<file path="src/hw/rtl/vic_pkg.sv">
// Shared types and constants for the voxel interior carve unit.
// No dependencies; vic_seq, vic_carve and the top level import this package.
package vic_pkg;

  // Configuration port.
  localparam int CFG_W     = 9;
  localparam int CFG_IDX_W = 2;

  localparam logic [CFG_IDX_W-1:0] CFG_SIZE_X = 2'd0;
  localparam logic [CFG_IDX_W-1:0] CFG_SIZE_Y = 2'd1;
  localparam logic [CFG_IDX_W-1:0] CFG_SIZE_Z = 2'd2;

  localparam logic [CFG_W-1:0] SIZE_RESET = 9'd256;

  // Input word modes.
  localparam logic MODE_VOXEL = 1'b0;
  localparam logic MODE_FLUSH = 1'b1;

  // Cycles after a size change before the derived plane and offsets are valid.
  localparam logic [1:0] SETTLE_CYCLES = 2'd3;

  // History taps, read two per RAM copy.
  localparam int NUM_TAPS = 6;
  localparam int NUM_RAMS = NUM_TAPS / 2;
  localparam int TAP_YP   = 0;  // c + size_x
  localparam int TAP_XP   = 1;  // c + 1
  localparam int TAP_C    = 2;  // c
  localparam int TAP_XM   = 3;  // c - 1
  localparam int TAP_YM   = 4;  // c - size_x
  localparam int TAP_ZM   = 5;  // c - plane

  typedef struct packed {
    logic mode;
    logic voxel_in;
  } in_word_t;

  typedef struct packed {
    logic voxel_out;
    logic was_carved;
    logic last;
  } out_word_t;

  // Per-step control handed from the sequencer to the carve stage.
  typedef struct packed {
    logic emit;
    logic interior;
    logic last;
    logic voxel_n;
  } step_ctl_t;

endpackage

</file>
<file path="src/hw/rtl/vic_carve.sv">
// Carve stage: combines the registered history taps into a result and holds
// it in the output register. Depends on vic_pkg.
module vic_carve
  import vic_pkg::*;
(
  input  logic                clk,
  input  logic                rst_n,
  input  logic                fire,
  input  step_ctl_t           ctl,
  input  logic [NUM_TAPS-1:0] tap,
  output logic                s1_free,
  output logic                out_valid,
  input  logic                out_ready,
  output out_word_t           out_word
);

  logic      s1_valid_r;
  step_ctl_t s1_ctl_r;
  logic      out_valid_r;
  out_word_t out_word_r;
  out_word_t res;
  logic      advance;
  logic      orig, nbrs, carved;

  assign advance = !out_valid_r || out_ready;
  assign s1_free = !s1_valid_r || advance;

  // The +z neighbour is the word that arrived with this step, not a ring read.
  assign orig   = tap[TAP_C];
  assign nbrs   = tap[TAP_YP] & tap[TAP_XP] & tap[TAP_XM] & tap[TAP_YM] &
                  tap[TAP_ZM] & s1_ctl_r.voxel_n;
  assign carved = orig & s1_ctl_r.interior & nbrs;
  assign res    = '{voxel_out: orig & ~carved, was_carved: carved, last: s1_ctl_r.last};

  always_ff @(posedge clk) begin
    if (!rst_n) begin
      s1_valid_r  <= 1'b0;
      out_valid_r <= 1'b0;
    end else begin
      if (fire && ctl.emit) begin
        s1_valid_r <= 1'b1;
      end else if (advance) begin
        s1_valid_r <= 1'b0;
      end
      if (advance) begin
        out_valid_r <= s1_valid_r;
      end
    end
  end

  always_ff @(posedge clk) begin
    if (fire && ctl.emit) begin
      s1_ctl_r <= ctl;
    end
    if (advance && s1_valid_r) begin
      out_word_r <= res;
    end
  end

  assign out_valid = out_valid_r;
  assign out_word  = out_word_r;

  // A new step never lands on a stage word that has not moved on.
  a_no_overwrite: assert property (@(posedge clk) disable iff (!rst_n)
    (fire && ctl.emit) |-> (!s1_valid_r || advance))
    else $error("stage word overwritten");

  // A stalled stage word is kept.
  a_stage_held: assert property (@(posedge clk) disable iff (!rst_n)
    (s1_valid_r && !advance) |=> s1_valid_r)
    else $error("stalled stage word lost");

  // The final voxel is a corner of the grid and is never carved.
  a_last_not_carved: assert property (@(posedge clk) disable iff (!rst_n)
    (out_valid_r && out_word_r.last) |-> !out_word_r.was_carved)
    else $error("last voxel reported as carved");

endmodule

</file>
<file path="config.mk">
export PLATFORM = sky130hd
export DESIGN_NAME = vic_carve
export DESIGN_NICKNAME = d
export VERILOG_FILES = /design/src/hw/rtl/vic_pkg.sv /design/src/hw/rtl/vic_carve.sv
export SDC_FILE = /design/constraint.sdc
export NUM_CORES = 1
export LEC_CHECK = 0
export BUFFER_PORTS_ARGS = -buffer_cell sky130_fd_sc_hd__buf_2
export CORE_AREA = 8 8 45 47
export CTS_BUF_LIST = sky130_fd_sc_hd__clkbuf_4
export DETAILED_ROUTE_END_ITERATION = 8
export DIE_AREA = 0 0 53 55
export PLACE_DENSITY = 0.59
export SLEW_MARGIN = 5
export SYNTH_ARGS = -nofsm -noshare
export SYNTH_HDL_FRONTEND = slang
export SYNTH_SLANG_ARGS = --single-unit
</file>
<file path="constraint.sdc">
create_clock -name clk -period 0.9 [get_ports clk]
set_input_delay 0.09 -clock clk [delete_from_list [all_inputs] [get_ports clk]]
set_output_delay 0.09 -clock clk [all_outputs]
set_load 0.03 [all_outputs]
</file>
### Yosys cells after proc, flatten, opt, wreduce, memory -nomap -nowiden

Index checks and enable logic that the tools add are counted.

* add/subtract/negate cells: 0
* $mul: 0
* div/mod/pow operators: 0
* magnitude comparators: 0
* equality and inequality tests: 0
* shift-type cells: 0
* mux-type cells: 2
* bitwise gates (word level): 9
* reduce and logical (&&, ||, !) cells: 7

Operators by type and width (count)
* bitwise AND 1 bit: 8
* logical AND 1 bit: 2
* zero test 1 bit: 2
* logical OR 1 bit: 2
* two-way mux 1 bit: 2
* nonzero test 2 bit: 1
* inverter 1 bit: 1

* register bits: 8
* bits in latches: 0
* memory bits (writable): 0
* ROM bits: 0
* bits of input ports: 14
* output and inout port bits: 5
* word-level logic and storage cells: 26
* memories kept: 0

### Logic depth before layout (Yosys ltp)

* depth in word-level cells: 8
* depth in mapped cells: 2
* gate-level depth less buffers: 2

### Worst setup path after synthesis

No wires, ideal clock.

* kind: reg-to-reg
* start: reg out_valid_r (netlist: out_valid)
* end: reg out_word_r, in the netlist out_word[0] (enable)
* data arrival time: 0.783 ns
* path slack: -0.205 ns
* stages on the path, launching flop included: 3
* cells stage by stage: dfxtp_1 -> nor2b_4 -> nor2b_1

* longest elaborated chain between the ends: 3

Ends and longest elaborated chain
* from (decl): line vic_carve.sv:19 `logic out_valid_r;`
* from (signal assigned): line vic_carve.sv:46 `out_valid_r <= s1_valid_r;`
* zero test 1 bit: line vic_carve.sv:25 `assign advance = !out_valid_r || out_ready;`
* logical OR 1 bit: line vic_carve.sv:25
* logical AND 1 bit: line vic_carve.sv:55 `if (advance && s1_valid_r) begin`
* to (signal assigned): line vic_carve.sv:56 `out_word_r <= res;`
* to (decl): line vic_carve.sv:20 `out_word_t out_word_r;`

No other way between the ends.
A chain may end at the register's enable or synchronous reset.

### Worst setup path in the final report

* start: reg s1_valid_r
* end: out s1_free

* longest elaborated chain between the ends: 2

Ends and longest elaborated chain
* from (decl): line vic_carve.sv:17 `logic s1_valid_r;`
* from (signal assigned): line vic_carve.sv:37 `s1_valid_r <= 1'b0;`
* from (signal assigned): line vic_carve.sv:41 `s1_valid_r <= 1'b1;`
* from (signal assigned): line vic_carve.sv:43 `s1_valid_r <= 1'b0;`
* zero test 1 bit: line vic_carve.sv:26 `assign s1_free = !s1_valid_r || advance;`
* logical OR 1 bit: line vic_carve.sv:26
* to (decl): line vic_carve.sv:11 `output logic s1_free,`

No other way between the ends.

==> impl_results.md <==
* Hold Crit Class: in2reg
* Max Fclk at around 1000 MHz
* Status: finished, violations left
* Worst-skew pair later-pin latency at 0.26 ns
* Commonest non-fill, non-tap cells in the layout: 14 x buf_2, 6 x edfxtp_1, 5 x buf_6
* CTS Buffer Depth at 2
* Syn-to-layout area delta at 72.2%
* Cells after synthesis at 20
* Slowest CP cell: dfxtp_2
* Nets at 62
* Worst Skew at approximately 0.0057 ns
* Antenna viol nets, final at 0
* Drt drc at 0
* Routed vias/inst at between 3 and 4
* RePlAce Congestion at 0.768
* Crit path launch: s1_valid_r$_SDFFE_PN0P_
* Critical Path Sink Type: primary output
* Pwr Density at around 1600 nW/um^2
* CP max stage delay at between 0.3 and 0.4 ns
* Highest net fanout along the worst path at 2
* Antenna diodes at 0
* Maximum VDD drop at ~0.00084 V
* Clk slew on worst S/H paths at approximately 0.050 ns
* DR vias at 246
* Vias in the first global route at between 200 and 300
* Unrepaired setup endpoints after global routing: true
* Drt pass-1 iters at 2
* Hpwl dp at 584 um
* Largest net degree at the start of global routing at 6
* CP top delay family: flip-flops
* I/O pins at 19
* Final min period at about 1 ns
* Critical Path RT at around 0.8 ns
* Core box area at about 1400 um^2
* Commonest non-fill, non-tap cell in the layout: buf_2
* Register bit total from synthesis at 8
* Mapped Nets at 34
* CP Class: reg2out
* DR WL/cell at 11.3 um
* Aggregate global routing overflow at 0
* WP data arrival at ~0.91 ns
* Die W at 53 um
* Die height at around 55 um
* Reg-to-Reg Start: out_valid$_SDFFE_PN0N_
* Finish-stage setup viols at 2
* Final Hold Violating Endpoints at 0
* Clock sinks at 8
* Ys Warns at 0
* Layout cells sized above 1 at 0.638
* Static Leakage at about 0.26 nW
* Htree depth at 1
* Wire length of the first global-routing pass at 1140 um
* Worst slew margin at 0.894
* CP Cell Sequence: buf_4 > nand3b_4 > buf_6
* Setup crit start kind: flip-flop
* Starting DRT DRC Count at 1
* Final Max Slew Viols at 0
* Die area at a little under 3000 um^2
* Seq/Total Area, Yosys at 0.710
* Final worst-path cycle share at 1.11
* Num rows at 14
* Post-Syn Area at 310 um^2
* Clock Tree Root: clkbuf_4
* MaxCap Viol Count at 0
* Hold path start: ctl[2]
* Slew of the pin with the lowest slew margin at between 0.15 and 0.2 ns
* Final Worst Setup Slack at -0.0986 ns
* Num CTS Buffers at 3
* Non-Filler Instances at between 60 and 70
* # port buffers at 18
* Total GRT Usage at 0.0572
* Dpl cells at 56
* Violated checks: setup timing
* Initial antenna violation count at 0
* Synth unique cells at 12
* Worst slack, placed at -0.0221 ns
* TritonCTS clock tree: yes
* Final WL at between 700 and 800 um
* Design area at 534 um^2
* Syn avg cell area at roughly 16 um^2
* Post-place instance area at 442 um^2
* CP Buf/Inv Count at 2
* Initial core utilization at 0.224
==> routing by layer <==
layer  vias to the layer above  GRT usage  share of wire
met1                        97     0.0542           0.40
met2                        22     0.0684           0.34
met4                         0     0.0517          0.021
met3                         2     0.0588           0.24
met5                         -          0              0
li1                        125          -              -
==> where the power goes <==
group	switching, mW	internal (mW)	total [mW]
registers	0.00615	0.413	0.419
logic	0.0363	0.0500	0.0863
clock network	0.128	0.200	0.328
total	0.171	0.663	0.833
==> state kept, by name, summed over array words and instances (netlist names) <==
| signal | flops |
|---|---|
| out_word | 3 |
| res | 1 |
| out_valid | 1 |
| s1_ctl_r | 2 |
| s1_valid_r | 1 |
==> synthesized netlist by cell type (all sizes together) <==
library cell / number / area, um^2
a21boi: 1 / 7.51
dfxtp: 2 / 40.0
edfxtp: 6 / 180
inv: 2 / 7.51
nand2: 1 / 3.75
nand3: 1 / 5.00
nand3b: 1 / 20.0
nand4: 1 / 6.26
nor2b: 2 / 20.0
nor3: 1 / 5.00
o21a: 2 / 15.0
==> through the flow <==
stage | hold WS, ns | power (mW) | utilization | setup TNS [ns]
floorplan | 0.189 | 0.455 | - | -0.158
global placement | 0.269 | 0.498 | 0.319 | -0.00167
detailed placement | 0.269 | 0.499 | 0.319 | -0.0662
CTS | 0.00453 | 0.836 | 0.360 | -0.307
global route | 0.000791 | 0.883 | 0.386 | -0.331
finish | 0.0171 | 0.833 | 0.386 | -0.175
==> cells by family (layout without fill, tap and decap cells) <==
kind of cell           count (synthesis)  count (layout)  synth area share
AO/OA/AOI/OAI                          3               3            0.0726
AND/OR/NAND/NOR                        7               7             0.194
buffers and inverters                  2              29            0.0242
flip-flops                             8               8             0.710
==> final cells by class <==
cell class	instances	area, um^2
Fill cell	129	850
Sequential cell	8	225
Timing Repair Buffer	23	161
Multi-Input combinational cell	10	90.1
Clock buffer	4	30.0
Tap cell	16	20.0
Inverter	2	7.51
==> worst paths after layout <==
check                          end  slack (ns)  cells after the start
min reg2reg  out_word[0]$_DFFE_PP_        0.43                      0
max reg2reg  out_word[2]$_DFFE_PP_        0.01                      2
min          s1_ctl_r[2]$_DFFE_PP_        0.02                      1
max                        s1_free        -0.1                      3
==> what timing repair did <==
item,CTS,global route
pin swaps,0,1
hold buffers,0,2
endpoints found under the setup margin,7,9
hold endpoints to repair,0,2
gates resized for setup,6,6
buffers inserted,1,0
cloned,0,0
(Power assumes the default switching activity.)
